==> config.mk <==
export PLATFORM = sky130hd
export DESIGN_NAME = serial_hex_word_loader
export DESIGN_NICKNAME = d
export VERILOG_FILES = /design/src/design/shwl_pkg.sv /design/src/design/serial_hex_word_loader.sv /design/src/design/shwl_step.sv
export VERILOG_INCLUDE_DIRS = /design/src /design/src/design
export SDC_FILE = /design/constraint.sdc
export NUM_CORES = 1
export LEC_CHECK = 0
export ABC_AREA = 1
export BUFFER_PORTS_ARGS = -buffer_cell sky130_fd_sc_hd__buf_2
export CAP_MARGIN = 20
export CORE_ASPECT_RATIO = 1.1
export CORE_MARGIN = 5
export CORE_UTILIZATION = 55
export CTS_CLUSTER_DIAMETER = 200
export DETAILED_ROUTE_END_ITERATION = 7
export PLACE_DENSITY_LB_ADDON = 0.08
export SLEW_MARGIN = 25
export SYNTH_ARGS = -nofsm -noshare
export SYNTH_HDL_FRONTEND = slang
export SYNTH_SLANG_ARGS = --single-unit
==> constraint.sdc <==
create_clock -name clk_i -period 4.7 [get_ports clk_i]
set_input_delay 0.47 -clock clk_i [delete_from_list [all_inputs] [get_ports clk_i]]
set_output_delay 0.47 -clock clk_i [all_outputs]
set_load 0.03 [all_outputs]
==> src/design/serial_hex_word_loader_macros.svh <==
// ----------------------------------------------------------------------------
// Serial hex word loader assertion macros
// Concurrent check helpers, compiled out for synthesis.
// ----------------------------------------------------------------------------
`ifndef SERIAL_HEX_WORD_LOADER_MACROS_SVH
`define SERIAL_HEX_WORD_LOADER_MACROS_SVH

`ifndef SYNTHESIS
`define SHWL_ASSERT_SAME(label, clk, rst_n, ante, cons) \
  label: assert property (@(posedge clk) disable iff (!rst_n) (ante) |-> (cons)) \
    else $error("shwl check failed");
`define SHWL_ASSERT_NEXT(label, clk, rst_n, ante, cons) \
  label: assert property (@(posedge clk) disable iff (!rst_n) (ante) |=> (cons)) \
    else $error("shwl check failed");
`else
`define SHWL_ASSERT_SAME(label, clk, rst_n, ante, cons)
`define SHWL_ASSERT_NEXT(label, clk, rst_n, ante, cons)
`endif

`endif

==> src/design/shwl_pkg.sv <==
// ----------------------------------------------------------------------------
// Serial hex word loader package
// Shared types, character codes and action codes.
// ----------------------------------------------------------------------------
`timescale 1ns / 1ps

package shwl_pkg;

  localparam logic [7:0] ChDot   = 8'h2e;
  localparam logic [7:0] ChEq    = 8'h3d;
  localparam logic [7:0] ChPct   = 8'h25;
  localparam logic [7:0] ChBang  = 8'h21;
  localparam logic [7:0] ChComma = 8'h2c;
  localparam logic [7:0] ChSpace = 8'h20;
  localparam logic [7:0] ChTab   = 8'h09;
  localparam logic [7:0] ChLf    = 8'h0a;
  localparam logic [7:0] ChCr    = 8'h0d;
  localparam logic [7:0] ChS     = 8'h73;
  localparam logic [7:0] ChG     = 8'h67;

  localparam logic [1:0] ActWrite = 2'd0;
  localparam logic [1:0] ActClear = 2'd1;
  localparam logic [1:0] ActDump  = 2'd2;
  localparam logic [1:0] ActStart = 2'd3;

  localparam logic RegRamBase = 1'b0;
  localparam logic RegRamEnd  = 1'b1;

  localparam logic [15:0] DumpAlignMask = 16'hfff0;
  localparam logic [16:0] AddrTop       = 17'h10000;

  typedef enum logic [1:0] {
    PhIdle,
    PhToken,
    PhStarted
  } phase_e;

  typedef enum logic [1:0] {
    KindData,
    KindLoad,
    KindBreak
  } kind_e;

  typedef struct packed {
    phase_e      phase;
    kind_e       kind;
    logic [15:0] accum;
    logic [15:0] load_addr;
    logic [15:0] break_addr;
    logic [16:0] low_mark;
    logic [15:0] high_mark;
    logic [1:0]  dot_run;
  } state_t;

  typedef struct packed {
    logic [15:0] ram_base;
    logic [16:0] ram_end;
  } cfg_t;

  typedef struct packed {
    logic [1:0]  action;
    logic [15:0] mem_address;
    logic [7:0]  mem_data;
    logic [15:0] dump_start;
    logic [15:0] dump_end;
    logic        step_mode;
    logic [15:0] break_at;
    logic        last;
  } result_t;

  typedef struct packed {
    logic       valid;
    logic [3:0] value;
  } hex_t;

  function automatic hex_t hex_decode(input logic [7:0] c);
    hex_t        h;
    logic [7:0]  diff;
    h    = '0;
    diff = '0;
    if (c inside {[8'h30:8'h39]}) begin
      diff = c - 8'h30;
      h.valid = 1'b1;
    end else if (c inside {[8'h41:8'h46]}) begin
      diff = c - 8'h37;
      h.valid = 1'b1;
    end else if (c inside {[8'h61:8'h66]}) begin
      diff = c - 8'h57;
      h.valid = 1'b1;
    end
    h.value = diff[3:0];
    return h;
  endfunction

endpackage

==> src/design/serial_hex_word_loader.sv <==
// ----------------------------------------------------------------------------
// Serial hex word loader
// Loader command parser: one received character in, memory actions out.
// ----------------------------------------------------------------------------
// A character is registered on transfer and parsed in the following cycle,
// provided the two-entry result buffer is drained by then. Characters that
// cause no result or one result are taken one per cycle while the output
// is not stalled; a data word terminator or unrecognised character emits
// two byte writes if the load address is in the RAM window, and the next
// character waits until the first is taken, the buffer draining one result
// per unstalled cycle. After a start action every further character is
// consumed with no result until reset. The configuration port never stalls.
`timescale 1ns / 1ps
`include "serial_hex_word_loader_macros.svh"

module serial_hex_word_loader (
  input  logic        clk_i,
  input  logic        rst_ni,
  input  logic        in_valid_i,
  output logic        in_stall_o,
  input  logic [7:0]  rx_char_i,
  output logic        out_valid_o,
  input  logic        out_stall_i,
  output logic [1:0]  action_o,
  output logic [15:0] mem_address_o,
  output logic [7:0]  mem_data_o,
  output logic [15:0] dump_start_o,
  output logic [15:0] dump_end_o,
  output logic        step_mode_o,
  output logic [15:0] break_at_o,
  output logic        last_o,
  input  logic        cfg_valid_i,
  output logic        cfg_ready_o,
  input  logic        cfg_index_i,
  input  logic [16:0] cfg_data_i
);

  shwl_pkg::state_t  state_q, state_d;
  shwl_pkg::cfg_t    cfg_q;
  shwl_pkg::result_t res0, res1;
  shwl_pkg::result_t slot_q [2];
  logic [1:0]        res_count;
  logic [1:0]        count_q;
  logic              char_valid_q;
  logic [7:0]        char_q;
  logic              pop;
  logic              fire;
  logic              in_take;

  shwl_step u_step (
    .char_i  (char_q),
    .state_i (state_q),
    .cfg_i   (cfg_q),
    .state_o (state_d),
    .res0_o  (res0),
    .res1_o  (res1),
    .count_o (res_count)
  );

  assign pop         = (count_q != 2'd0) && !out_stall_i;
  assign fire        = char_valid_q && ((count_q == 2'd0) || (count_q == 2'd1 && pop));
  assign in_stall_o  = char_valid_q && !fire;
  assign in_take     = in_valid_i && !in_stall_o;
  assign cfg_ready_o = 1'b1;

  always_ff @(posedge clk_i or negedge rst_ni) begin
    if (!rst_ni) begin
      cfg_q.ram_base <= '0;
      cfg_q.ram_end  <= shwl_pkg::AddrTop;
    end else if (cfg_valid_i) begin
      case (cfg_index_i)
        shwl_pkg::RegRamBase: cfg_q.ram_base <= cfg_data_i[15:0];
        shwl_pkg::RegRamEnd:  cfg_q.ram_end  <= cfg_data_i;
        default: ;
      endcase
    end
  end

  always_ff @(posedge clk_i or negedge rst_ni) begin
    if (!rst_ni) begin
      state_q.phase      <= shwl_pkg::PhIdle;
      state_q.kind       <= shwl_pkg::KindData;
      state_q.accum      <= '0;
      state_q.load_addr  <= '0;
      state_q.break_addr <= '0;
      state_q.low_mark   <= shwl_pkg::AddrTop;
      state_q.high_mark  <= '0;
      state_q.dot_run    <= '0;
    end else if (fire) begin
      state_q <= state_d;
    end
  end

  always_ff @(posedge clk_i or negedge rst_ni) begin
    if (!rst_ni) begin
      char_valid_q <= 1'b0;
    end else if (in_take) begin
      char_valid_q <= 1'b1;
    end else if (fire) begin
      char_valid_q <= 1'b0;
    end
  end

  always_ff @(posedge clk_i) begin
    if (in_take) begin
      char_q <= rx_char_i;
    end
  end

  // Hold results; the head is always slot 0.
  always_ff @(posedge clk_i or negedge rst_ni) begin
    if (!rst_ni) begin
      count_q <= '0;
    end else if (fire) begin
      count_q <= res_count;
    end else if (pop) begin
      count_q <= count_q - 2'd1;
    end
  end

  always_ff @(posedge clk_i) begin
    if (fire) begin
      slot_q[0] <= res0;
      slot_q[1] <= res1;
    end else if (pop) begin
      slot_q[0] <= slot_q[1];
    end
  end

  assign out_valid_o   = (count_q != 2'd0);
  assign action_o      = slot_q[0].action;
  assign mem_address_o = slot_q[0].mem_address;
  assign mem_data_o    = slot_q[0].mem_data;
  assign dump_start_o  = slot_q[0].dump_start;
  assign dump_end_o    = slot_q[0].dump_end;
  assign step_mode_o   = slot_q[0].step_mode;
  assign break_at_o    = slot_q[0].break_at;
  assign last_o        = slot_q[0].last;

  `SHWL_ASSERT_SAME(a_fire_room, clk_i, rst_ni, fire, (count_q == 2'd0) || pop)
  `SHWL_ASSERT_SAME(a_pair_head_not_last, clk_i, rst_ni, count_q == 2'd2, !slot_q[0].last)
  `SHWL_ASSERT_SAME(a_started_silent, clk_i, rst_ni,
    fire && (state_q.phase == shwl_pkg::PhStarted), res_count == 2'd0)
  `SHWL_ASSERT_NEXT(a_start_latches, clk_i, rst_ni,
    fire && (res_count == 2'd1) && (res0.action == shwl_pkg::ActStart),
    state_q.phase == shwl_pkg::PhStarted)

endmodule

==> src/design/shwl_step.sv <==
// ----------------------------------------------------------------------------
// Serial hex word loader step logic
// Parses one character against the current state and forms up to two results.
// ----------------------------------------------------------------------------
`timescale 1ns / 1ps

module shwl_step (
  input  logic [7:0]       char_i,
  input  shwl_pkg::state_t state_i,
  input  shwl_pkg::cfg_t   cfg_i,
  output shwl_pkg::state_t state_o,
  output shwl_pkg::result_t res0_o,
  output shwl_pkg::result_t res1_o,
  output logic [1:0]       count_o
);

  shwl_pkg::hex_t    hex;
  shwl_pkg::state_t  st;
  shwl_pkg::result_t r0;
  shwl_pkg::result_t r1;
  logic [1:0]        n;
  logic              word_en;
  logic [15:0]       word;
  logic [15:0]       addr;
  logic [15:0]       addr_next;
  logic              in_window;

  always_comb begin
    hex       = shwl_pkg::hex_decode(char_i);
    st        = state_i;
    r0        = '0;
    r1        = '0;
    n         = 2'd0;
    word_en   = 1'b0;
    word      = state_i.accum;
    addr      = state_i.load_addr;
    addr_next = state_i.load_addr + 16'd2;
    in_window = (cfg_i.ram_base <= addr) && ({1'b0, addr} < cfg_i.ram_end);

    if (state_i.phase == shwl_pkg::PhStarted) begin
      n = 2'd0;
    end else if (char_i == shwl_pkg::ChDot) begin
      if (state_i.dot_run == 2'd2) begin
        st.dot_run     = 2'd0;
        st.phase       = shwl_pkg::PhStarted;
        r0.action      = shwl_pkg::ActStart;
        r0.break_at    = state_i.break_addr;
        n              = 2'd1;
      end else begin
        st.dot_run = state_i.dot_run + 2'd1;
      end
    end else begin
      st.dot_run = 2'd0;
      if (state_i.phase == shwl_pkg::PhToken) begin
        if (hex.valid) begin
          st.accum = {state_i.accum[11:0], hex.value};
        end else begin
          st.phase = shwl_pkg::PhIdle;
          case (state_i.kind)
            shwl_pkg::KindLoad:  st.load_addr  = state_i.accum;
            shwl_pkg::KindBreak: st.break_addr = state_i.accum;
            default:             word_en       = 1'b1;
          endcase
        end
      end else if (char_i inside {shwl_pkg::ChSpace, shwl_pkg::ChTab,
                                  shwl_pkg::ChLf, shwl_pkg::ChCr}) begin
        n = 2'd0;
      end else if (char_i == shwl_pkg::ChBang &&
                   state_i.low_mark < {1'b0, state_i.high_mark}) begin
        r0.action     = shwl_pkg::ActDump;
        r0.dump_start = state_i.low_mark[15:0] & shwl_pkg::DumpAlignMask;
        r0.dump_end   = state_i.high_mark;
        n             = 2'd1;
      end else if (char_i == shwl_pkg::ChS || char_i == shwl_pkg::ChG) begin
        st.phase     = shwl_pkg::PhStarted;
        r0.action    = shwl_pkg::ActStart;
        r0.step_mode = (char_i == shwl_pkg::ChS);
        r0.break_at  = state_i.break_addr;
        n            = 2'd1;
      end else if (char_i == shwl_pkg::ChComma) begin
        r0.action = shwl_pkg::ActClear;
        n         = 2'd1;
      end else if (char_i == shwl_pkg::ChEq || char_i == shwl_pkg::ChPct) begin
        st.phase = shwl_pkg::PhToken;
        st.kind  = (char_i == shwl_pkg::ChEq) ? shwl_pkg::KindLoad : shwl_pkg::KindBreak;
        st.accum = '0;
      end else if (hex.valid) begin
        st.phase = shwl_pkg::PhToken;
        st.kind  = shwl_pkg::KindData;
        st.accum = {12'd0, hex.value};
      end else begin
        st.accum = '0;
        word     = '0;
        word_en  = 1'b1;
      end
    end

    if (word_en && in_window) begin
      r0.action      = shwl_pkg::ActWrite;
      r0.mem_address = addr;
      r0.mem_data    = word[15:8];
      r1.action      = shwl_pkg::ActWrite;
      r1.mem_address = addr + 16'd1;
      r1.mem_data    = word[7:0];
      n              = 2'd2;
      st.load_addr   = addr_next;
      if (state_i.high_mark < addr_next) begin
        st.high_mark = addr_next;
      end
      if ({1'b0, addr} < state_i.low_mark) begin
        st.low_mark = {1'b0, addr};
      end
    end

    r0.last = (n == 2'd1);
    r1.last = 1'b1;
  end

  assign state_o = st;
  assign res0_o  = r0;
  assign res1_o  = r1;
  assign count_o = n;

endmodule

==> results.ini, run 1 <==
[worst_setup_path]
critPathCaptureType=flop
crit_end=slot_q[0][50]
r2r-end=slot_q[0][50]
rrSetupSlack_ns=0.97
rr_startpoint=state_q[64]
crit_start=state_q[64]
required_ns=5.05
critPathLaunchType=flop
path_class=flop to flop
cp.arrival_ns=4.09
rr_worst_depth=10
cp_max_fo=17

[grt]
grt_overflow=0
first_global_vias=9327
antenna_found_initial=0
grt_max_degree=84
grtUsageTotal_pct=24.3
grt_pass1_wl_microns=50100

[yosys]
synth_edf_count=104
ys_ff_latch=227
synthTopCellsByCount=nand2_1, inv_1, nor2_1
yosysMostFrequentCell=nand2_1
synth_cells=1401
synth_top_area_share_pct=25.5
netlist_top_cells_area=edfxtp_1, dfrtp_1, nand2_1
yosysSeqAreaShare_pct=50.6
syn_area_sq_um=12300
synth_cell_types=53
synth_top_area_cell=edfxtp_1
async_reset_ff_share_pct=54.2
synth_ff_type=dfrtp_1
synth-warning-count=0
syn_area_per_cell_sq_um=8.75

[sta]
setup-tns-final_ns=0
worst_clock_skew_ns=0.00968
post-route-period-util_pct=79.5
setup_viol=0
fmax_mhz=268
maxSlewViolCount=0
whs_ns=0.0267
maxSlewHeadroom_pct=35.5
period_needed_ns=3.73
worst_pin_slew_ns=0.967
finalHoldViolations=0
rsz0062_at_grt=false

[power_and_ir_drop]
ir_drop_mv=0.403
switching_power_uw=3010
powerDensity_nw_per_um2=550
p_int_uw=4600
leakage_uw=0.00658
finalPower_uw=7620
clockPowerShare_pct=26.7
switching_share_pct=39.5
combPwrFrac_pct=34.7
seqPwrFrac_pct=38.6

[worst_hold_path]
min_path_type=input port to asynchronous set/reset pin

[die]
die_h_microns=167
core_sq_um=22000
die_w_microns=152
fp-row-count=57
dieArea_sq_um=25400
io_pins=110
start_util_pct=55.6

[final_layout]
layoutNonFillerInstCount=1814
antenna_cells=0
nets=1617
fin_area_sq_um=13800
area_growth_pct=12.9
drive_gt1_share_pct=14.0

[outcome]
status=complete, no violations

[route]
drtIter0Drc=711
drcViolationCount=0
viasPerCell=5.33
postRouteAntennaNets=0
drt-pass1-iter-count=7
wl_per_cell_microns=17.1
wirelength_microns=30900
vias=9672

[placed_design]
dpl_cell_area_sq_um=13000
gp_congestion=0.936
port_buffers=104
dpl.hpwl_microns=23000
place_inst=1767

[clock_tree]
ctsRootBufferMaster=clkbuf_16
clock-sinks=227
cts.path.max_buffers=3
postCtsSetupBuffers=0
cts_buffers=25
postCtsHoldBufs=0
htree_levels=1
cts_resized=0
tritoncts=built
insertion_delay_ns=0.52
clkTransAtPathRegs_ns=0.06

[run]
maxCapViolations=0

## power by group through the flow
stage | Combinational (uW) | Sequential, uW | Clock [uW]
CTS | 2660 | 2940 | 2060
finish | 2640 | 2940 | 2040
floorplan | 1310 | 3560 | 0
global placement | 2640 | 2960 | 0
detailed placement | 2650 | 2980 | 0
global route | 2890 | 3000 | 2160
## routing by layer
metal	track usage [%]	part of all wire [%]
met5	0	0
met4	7.97	3.2
met3	3.69	6.6
met2	38.5	45
met1	34.5	45
## area by class of cell
class                   instances  area (sq um)
flip-flops and latches        227          6200
clock inverters                15           183
well taps                     295           369
fillers                      1874          8200
repair buffers                117           628
multi-input cells             944          5090
inverters                     185           697
clock buffers                  31           668
## sequential cells by signal, summed over array words and instances (netlist names)
name          flops
slot_q           96
char_valid_q      1
cfg_q            33
state_q          87
count_q           2
char_q            8
## worst max-delay path, stage by stage, from the launching register on
cell and delay [ns]:
dfrtp_1 0.55, inv_1 0.23, ha_1 0.35, nand2_1 0.09, nor3_1 0.32, nand3_1 0.18, a21oi_4 0.56, nand3_4 0.29
nor2_4 0.51, nand2_2 0.23, o21ai_1 0.21
## how the worst min path moves through the flow
stage	start	endpoint	slack, ns	depth (start not counted)
after floorplan	rst_ni	cfg_q[0]	0.17	0
after global placement	state_q[85]	state_q[85]	0.46	2
after detailed placement	state_q[47]	state_q[47]	0.47	2
after CTS	rst_ni	state_q[85]	0.04	1
after global routing	rst_ni	state_q[85]	0.08	1
final	rst_ni	state_q[85]	0.03	1
## through the flow
step,setup WS [ns],utilization [%]
after floorplan,1.39,-
after global placement,1.03,58.9
after detailed placement,1.04,58.9
after CTS,1.01,62.7
after global routing,0.774,62.8
final,0.966,62.8
## cells by family (layout without fill, tap and decap cells)
logic type	after synthesis	in the layout	synth area share (%)
AOI/OAI and AO/OA	180	180	8.40
xor gates and xnor gates	12	12	0.857
adders and majority gates	86	86	8.78
buffers and inverters	233	348	7.95
DFF	227	227	50.6
muxes	1	1	0.0919
other	2	5	0.0613
and+or+nand+nor	660	660	23.2
## placed cells by master (no fill, tap or decap), drive strengths merged, types with 48 or more instances in the layout
cell type / Yosys / routed
nand3: 67 / 67
a21oi: 48 / 48
edfxtp: 104 / 104
nand2: 398 / 398
o21ai: 113 / 113
buf: 29 / 117
dfrtp: 121 / 121
inv: 185 / 187
nor2: 133 / 133
ha: 86 / 86
No activity file was read; power rests on OpenSTA's default activity.
==> run 2, diff against run 1 <==
--- a/config.mk
+++ b/config.mk
@@ -6,12 +6,12 @@
 export SDC_FILE = /design/constraint.sdc
 export NUM_CORES = 1
 export LEC_CHECK = 0
-export ABC_AREA = 1
+export ABC_AREA = 0
 export BUFFER_PORTS_ARGS = -buffer_cell sky130_fd_sc_hd__buf_2
 export CAP_MARGIN = 20
 export CORE_ASPECT_RATIO = 1.1
 export CORE_MARGIN = 5
-export CORE_UTILIZATION = 55
+export CORE_UTILIZATION = 54
 export CTS_CLUSTER_DIAMETER = 200
 export DETAILED_ROUTE_END_ITERATION = 7
 export PLACE_DENSITY_LB_ADDON = 0.08
==> constraint.sdc (replaced) <==
create_clock -name clk_i -period 3.25 [get_ports clk_i]
set_input_delay 0.325 -clock clk_i [delete_from_list [all_inputs] [get_ports clk_i]]
set_output_delay 0.325 -clock clk_i [all_outputs]
set_load 0.03 [all_outputs]
==> results.ini, run 2 <==
[outcome]
status=complete, no violations  ; unchanged

[final_layout]
largest_reg_flops=96  ; unchanged
finalCoreUtilization_pct=66.7  ; was 62.8%
nets=1375  ; was 1,617
fin_area_sq_um=14300  ; was 13,800 sq um
drive_gt1_share_pct=26.1  ; was 14.0%
area_growth_pct=21.1  ; was 12.9%
largest-register=slot_q  ; unchanged
antenna_cells=0  ; unchanged
layout_common_cells=dfrtp_1, edfxtp_1, buf_2  ; was nand2_1, inv_1, nor2_1
layout_commonest_cell=dfrtp_1  ; was nand2_1
reg_top3=slot_q: 96 flops, state_q: 87 flops, cfg_q: 33 flops  ; unchanged

[sta]
maxSlewViolCount=0  ; unchanged
postLayoutSetupSlackWorst_ns=0.0401  ; was 0.966 ns
setup-tns-final_ns=0  ; unchanged
maxSlewHeadroom_pct=46.9  ; was 35.5%
worst_clock_skew_ns=0.00980  ; was 0.00968 ns
worst_pin_slew_ns=0.797  ; was 0.967 ns
finalHoldViolations=0  ; unchanged
rsz0062_at_grt=true  ; was false
post-route-period-util_pct=98.8  ; was 79.5%
setup_viol=0  ; unchanged
fmax_mhz=312  ; was 268 MHz
period_needed_ns=3.21  ; was 3.73 ns

[yosys]
synth_ff_type=dfrtp_1  ; unchanged
yosysSeqAreaShare_pct=52.7  ; was 50.6%
async_reset_ff_share_pct=54.2  ; unchanged
syn_area_per_cell_sq_um=11.2  ; was 8.75 sq um
synth_cells=1055  ; was 1,401
synthTopCellsByCount=dfrtp_1, edfxtp_1, inv_1, nand2_1, ha_1  ; was nand2_1, inv_1, nor2_1
ys_ff_latch=227  ; unchanged
synth-warning-count=0  ; unchanged
synth_cell_types=64  ; was 53
synth_top_area_cell=edfxtp_1  ; unchanged
synth_edf_count=104  ; unchanged
netlist_top_cells_area=edfxtp_1, dfrtp_1, ha_1  ; was edfxtp_1, dfrtp_1, nand2_1
yosysMostFrequentCell=dfrtp_1  ; was nand2_1
syn_area_sq_um=11800  ; was 12,300 sq um
synth_top_area_share_pct=26.5  ; was 25.5%

[route]
drcViolationCount=0  ; unchanged
vias=8552  ; was 9,672
drtIter0Drc=510  ; was 711
drt-pass1-iter-count=5  ; was 7
wirelength_microns=29900  ; was 30,900 microns
postRouteAntennaNets=0  ; unchanged
viasPerCell=5.46  ; was 5.33
wl_per_cell_microns=19.1  ; was 17.1 microns

[power_and_ir_drop]
powerDensity_nw_per_um2=1010  ; was 550 nW/um^2
clockPowerShare_pct=18.0  ; was 26.7%
ir_drop_mv=1.39  ; was 0.403 mV
switching_power_uw=6090  ; was 3010 uW
seqPwrFrac_pct=33.1  ; was 38.6%
p_int_uw=8380  ; was 4600 uW
switching_share_pct=42.1  ; was 39.5%
leakage_uw=0.00660  ; was 0.00658 uW
combPwrFrac_pct=48.9  ; was 34.7%

[grt]
antenna_found_initial=0  ; unchanged
grtUsageTotal_pct=24.5  ; was 24.3%
grt_max_degree=74  ; was 84
first_global_vias=8465  ; was 9,327
grt_overflow=0  ; unchanged
grt_pass1_wl_microns=47200  ; was 50,100 microns

[die]
die_h_microns=165  ; was 167 microns
io_pins=110  ; unchanged
core_sq_um=21400  ; was 22,000 sq um
die_w_microns=151  ; was 152 microns
start_util_pct=55.1  ; was 55.6%
fp-row-count=56  ; was 57
dieArea_sq_um=24900  ; was 25,400 sq um

[worst_setup_path]
crit_top_cell=buf_4
slowest_stage=nor3_1  ; was a21oi_4
critPathLaunchType=flop  ; unchanged
required_ns=3.66  ; was 5.05 ns
path_class=flop to flop  ; unchanged
critPathCaptureType=flop  ; unchanged
max_stage_delay_ns=0.41  ; was 0.56 ns
path_cells=inv_1 -> ha_1 -> and4b_2 -> nand2_1 -> a31oi_1 -> buf_4 -> a221o_1 -> buf_4 -> a22oi_2 -> buf_4 -> nor3_1 -> buf_4 -> buf_4 -> a21boi_0 -> o2bb2ai_1  ; was inv_1 -> ha_1 -> nand2_1 -> nor3_1 -> nand3_1 -> a21oi_4 -> nand3_4 -> nor2_4 -> nand2_2 -> o21ai_1
cp_max_fo=11  ; was 17
cp.arrival_ns=3.62  ; was 4.09 ns

[clock_tree]
cts.path.max_buffers=3  ; unchanged
clock-sinks=227  ; unchanged
tritoncts=built  ; unchanged
cts_buffers=24  ; was 25
clkTransAtPathRegs_ns=0.06  ; about the same
htree_levels=1  ; unchanged
ctsRootBufferMaster=clkbuf_16  ; unchanged
insertion_delay_ns=0.52  ; about the same

[placed_design]
port_buffers=104  ; unchanged
gp_congestion=0.927  ; was 0.936
dpl_cell_area_sq_um=13300  ; was 13,000 sq um
dpl.hpwl_microns=22200  ; was 23,000 microns
preCtsSetupSlack_ns=0.0181  ; was 1.04 ns

[run]
maxCapViolations=0  ; unchanged

[worst_hold_path]
min_path_type=input port to flop  ; was input port to asynchronous set/reset pin

==> run 2: layout make-up <==
cell class | instances | area (sq um)
tap | 290 | 363
timing repair buffer | 220 | 1490
clock buffer | 33 | 644
fill | 1719 | 7110
multi-input combinational | 681 | 5070
inverter | 104 | 392
sequential | 227 | 6210
clock inverter | 11 | 97.6
==> run 2: kinds of logic (layout without fill, tap and decap cells) <==
kind of cell | after synthesis | after routing | share of synthesized area, %
and+or+nand+nor | 310 | 310 | 12.7
DFF | 227 | 227 | 52.7
buffers and inverters | 150 | 368 | 5.37
AOI/OAI and AO/OA | 146 | 146 | 8.43
muxes | 104 | 104 | 9.39
adders and majority gates | 86 | 86 | 9.14
xor gates and xnor gates | 30 | 30 | 2.23
other | 2 | 5 | 0.0638
==> run 2: final timing paths <==
check	startpoint	cells after the start	slack (ns)	to
worst min-delay path	cfg_data_i[0]	3	0.04	cfg_q[17]
worst min register to register	state_q[44]	1	0.50	state_q[44]
max in group asynchronous	rst_ni	3	2.00	cfg_q[16]
worst max register to register	state_q[15]	15	0.04	state_q[66]
worst max-delay path	state_q[15]	15	0.04	state_q[66]
min in group asynchronous	rst_ni	2	0.40	cfg_q[18]
==> run 2: what timing repair did <==
action                                  4_1_cts  5_1_grt
pin swaps                                     1        6
setup buffers                                 0        7
endpoints found under the hold margin        61        0
hold buffers                                 10        0
endpoints found under the setup margin        2       96
gates resized for setup                       2       25
cloned                                        0        0
==> run 2: power groups by stage <==
| stage | registers (uW) | clock network [uW] | logic (uW) |
|---|---|---|---|
| floorplan | 5660 | 0 | 3500 |
| global placement | 4810 | 0 | 6760 |
| detailed placement | 4840 | 0 | 6880 |
| CTS | 4790 | 2670 | 6940 |
| global route | 4900 | 2800 | 7750 |
| finish | 4790 | 2610 | 7070 |
==> run 2: worst max-delay path, delay by kind of cell (launching register included) <==
family / cells / cell delay [ns]
buffers and inverters: 6 / 0.96
and+or+nand+nor: 3 / 0.77
AOI/OAI and AO/OA: 5 / 0.72
DFF: 1 / 0.35
adders and majority gates: 1 / 0.29
==> run 2: stage by stage <==
stage | cells | total power (uW) | hold WS (ns)
2_1_floorplan | 1058 | 9160 | 0.0294
3_3_place_gp | 1505 | 11600 | 0.435
3_5_place_dp | 1505 | 11700 | 0.428
4_1_cts | 1559 | 14400 | 0.0186
5_1_grt | 1566 | 15400 | 0.0337
6_report | 1566 | 14500 | 0.0374
==> run 2: layer usage <==
layer | routed length [microns] | track usage [%] | up-vias
met5 | 0 | 0 | -
met4 | 755 | 7.25 | 0
met3 | 1480 | 3.65 | 44
met2 | 14200 | 39.8 | 216
met1 | 13400 | 34.4 | 4173
li1 | - | - | 4119
==> run 3, diff against run 2 <==
--- a/config.mk
+++ b/config.mk
@@ -14,8 +14,10 @@
 export CORE_UTILIZATION = 54
 export CTS_CLUSTER_DIAMETER = 200
 export DETAILED_ROUTE_END_ITERATION = 7
+export HOLD_SLACK_MARGIN = 0.05
 export PLACE_DENSITY_LB_ADDON = 0.08
 export SLEW_MARGIN = 25
 export SYNTH_ARGS = -nofsm -noshare
 export SYNTH_HDL_FRONTEND = slang
 export SYNTH_SLANG_ARGS = --single-unit
+export TNS_END_PERCENT = 10
==> results.ini, run 3 (same netlist as run 2, synthesis figures left out) <==
[sta]
postLayoutSetupSlackWorst_ns=0.139  ; was 0.0401 ns
post-route-period-util_pct=95.7  ; was 98.8%
rsz0062_at_grt=true  ; unchanged
finalHoldViolations=0  ; unchanged
maxSlewHeadroom_pct=51.8  ; was 46.9%
setup_viol=0  ; unchanged
period_needed_ns=3.11  ; was 3.21 ns
worst_pin_slew_ns=0.721  ; was 0.797 ns
maxSlewViolCount=0  ; unchanged
setup-tns-final_ns=0  ; unchanged
worst_clock_skew_ns=0.0234  ; was 0.00980 ns
fmax_mhz=321  ; was 312 MHz

[route]
wl_per_cell_microns=18.6  ; was 19.1 microns
postRouteAntennaNets=0  ; unchanged
drcViolationCount=0  ; unchanged
drt-pass1-iter-count=6  ; was 5
wirelength_microns=29600  ; was 29,900 microns
drtIter0Drc=507  ; was 510
vias=8603  ; was 8,552
viasPerCell=5.42  ; was 5.46

[clock_tree]
clock-sinks=227  ; unchanged
cts.path.max_buffers=3  ; unchanged
insertion_delay_ns=0.53  ; was 0.52 ns
htree_levels=1  ; unchanged
tritoncts=built  ; unchanged
clkTransAtPathRegs_ns=0.06  ; about the same
cts_buffers=24  ; unchanged
ctsRootBufferMaster=clkbuf_16  ; unchanged

[outcome]
status=complete, no violations  ; unchanged

[worst_setup_path]
rr_startpoint=state_q[3]  ; was state_q[15]
r2r-end=state_q[61]  ; was state_q[66]
required_ns=3.67  ; was 3.66 ns
path_class=flop to flop  ; unchanged
rr_worst_depth=13  ; was 15
cp.arrival_ns=3.53  ; was 3.62 ns
critPathLaunchType=flop  ; unchanged
rrSetupSlack_ns=0.14  ; was 0.04 ns
crit_end=state_q[61]  ; was state_q[66]
critPathCaptureType=flop  ; unchanged
crit_start=state_q[3]  ; was state_q[15]
cp_max_fo=17  ; was 11

[final_layout]
drive_gt1_share_pct=25.4  ; was 26.1%
nets=1395  ; was 1,375
largest_reg_flops=96  ; unchanged
reg_top3=slot_q: 96 flops, state_q: 87 flops, cfg_q: 33 flops  ; unchanged
antenna_cells=0  ; unchanged
layout_common_cells=dfrtp_1, buf_4, edfxtp_1  ; was dfrtp_1, edfxtp_1, buf_2
area_growth_pct=23.2  ; was 21.1%
largest-register=slot_q  ; unchanged
layout_commonest_cell=dfrtp_1  ; unchanged

[grt]
first_global_vias=8680  ; was 8,465
antenna_found_initial=0  ; unchanged
grt_overflow=0  ; unchanged
grt_max_degree=74  ; unchanged
grt_pass1_wl_microns=47900  ; was 47,200 microns
grtUsageTotal_pct=24.5  ; about the same

[power_and_ir_drop]
p_int_uw=8730  ; was 8380 uW
seqPwrFrac_pct=32.2  ; was 33.1%
ir_drop_mv=1.07  ; was 1.39 mV
powerDensity_nw_per_um2=1020  ; was 1010 nW/um^2
switching_power_uw=6070  ; was 6090 uW
leakage_uw=0.00671  ; was 0.00660 uW
switching_share_pct=41.0  ; was 42.1%
combPwrFrac_pct=48.2  ; was 48.9%
clockPowerShare_pct=19.6  ; was 18.0%

[die]
dieArea_sq_um=24900  ; unchanged
fp-row-count=56  ; unchanged
io_pins=110  ; unchanged
core_sq_um=21400  ; unchanged
die_h_microns=165  ; unchanged
die_w_microns=151  ; unchanged
start_util_pct=55.1  ; unchanged

[run]
maxCapViolations=0  ; unchanged

[placed_design]
port_buffers=104  ; unchanged
gp_congestion=0.950  ; was 0.927
preCtsSetupSlack_ns=-0.00543  ; was 0.0181 ns
dpl.hpwl_microns=21900  ; was 22,200 microns

[worst_hold_path]
min_path_type=input port to flop  ; unchanged

-- run 3: through the flow --
stage / instance area (sq um) / utilization (%) / hold WS [ns] / total power, uW / instances
2_1_floorplan: 11800 / - / 0.0294 / 9160 / 1058
3_3_place_gp: 13300 / 62.2 / 0.437 / 11600 / 1512
3_5_place_dp: 13300 / 62.2 / 0.435 / 11700 / 1512
4_1_cts: 14400 / 67.3 / 0.0575 / 14700 / 1582
5_1_grt: 14500 / 67.9 / 0.0709 / 15800 / 1586
6_report: 14500 / 67.9 / 0.0790 / 14800 / 1586
-- run 3: worst min path at each step --
stage                           end           from  slack [ns]  cells past startpoint
after floorplan            cfg_q[0]         rst_ni        0.03                      0
after global placement     cfg_q[3]         rst_ni        0.44                      1
after detailed placement  cfg_q[20]         rst_ni        0.43                      1
after CTS                  cfg_q[5]  cfg_data_i[5]        0.06                      2
after global routing       cfg_q[5]  cfg_data_i[5]        0.07                      2
final                      cfg_q[5]  cfg_data_i[5]        0.08                      2
-- run 3: power by group through the flow --
| stage | Clock, uW | Combinational [uW] | Sequential (uW) |
|---|---|---|---|
| 6_report | 2890 | 7140 | 4770 |
| 4_1_cts | 2950 | 7000 | 4770 |
| 3_3_place_gp | 0 | 6800 | 4790 |
| 5_1_grt | 3080 | 7810 | 4870 |
| 3_5_place_dp | 0 | 6930 | 4820 |
| 2_1_floorplan | 0 | 3500 | 5660 |
-- run 3: repair_timing --
| action | 4_1_cts | 5_1_grt |
|---|---|---|
| setup buffers | 0 | 4 |
| resized for setup | 1 | 21 |
| hold endpoints to repair | 88 | 0 |
| pin swaps | 0 | 2 |
| hold buffers | 26 | 0 |
| endpoints found under the setup margin | 15 | 106 |
-- run 3: critical path, cell delays in order, from the launching register on --
cell	delay [ns]
dfrtp_1	0.34
inv_1	0.06
ha_1	0.33
a2111oi_4	0.29
buf_4	0.16
o2111ai_1	0.11
buf_4	0.15
a221o_2	0.42
a22oi_2	0.19
or3_2	0.18
buf_4	0.13
buf_4	0.21
nand3_1	0.17
a31oi_2	0.26
-- run 3: area by class of cell --
type	instances	area [sq um]
fillers	1643	6860
well taps	290	363
repair buffers	240	1670
multi-input cells	681	5050
clock inverters	12	171
flip-flops and latches	227	6210
clock buffers	32	661
inverters	104	390
-- run 3: per-layer routing --
layer	vias to the layer above	GRT usage, %	part of all wire (%)
li1	4182	-	-
met2	230	40.1	47
met4	0	5.85	2.2
met3	46	3.76	5.4
met1	4145	34.6	45
met5	-	0	0
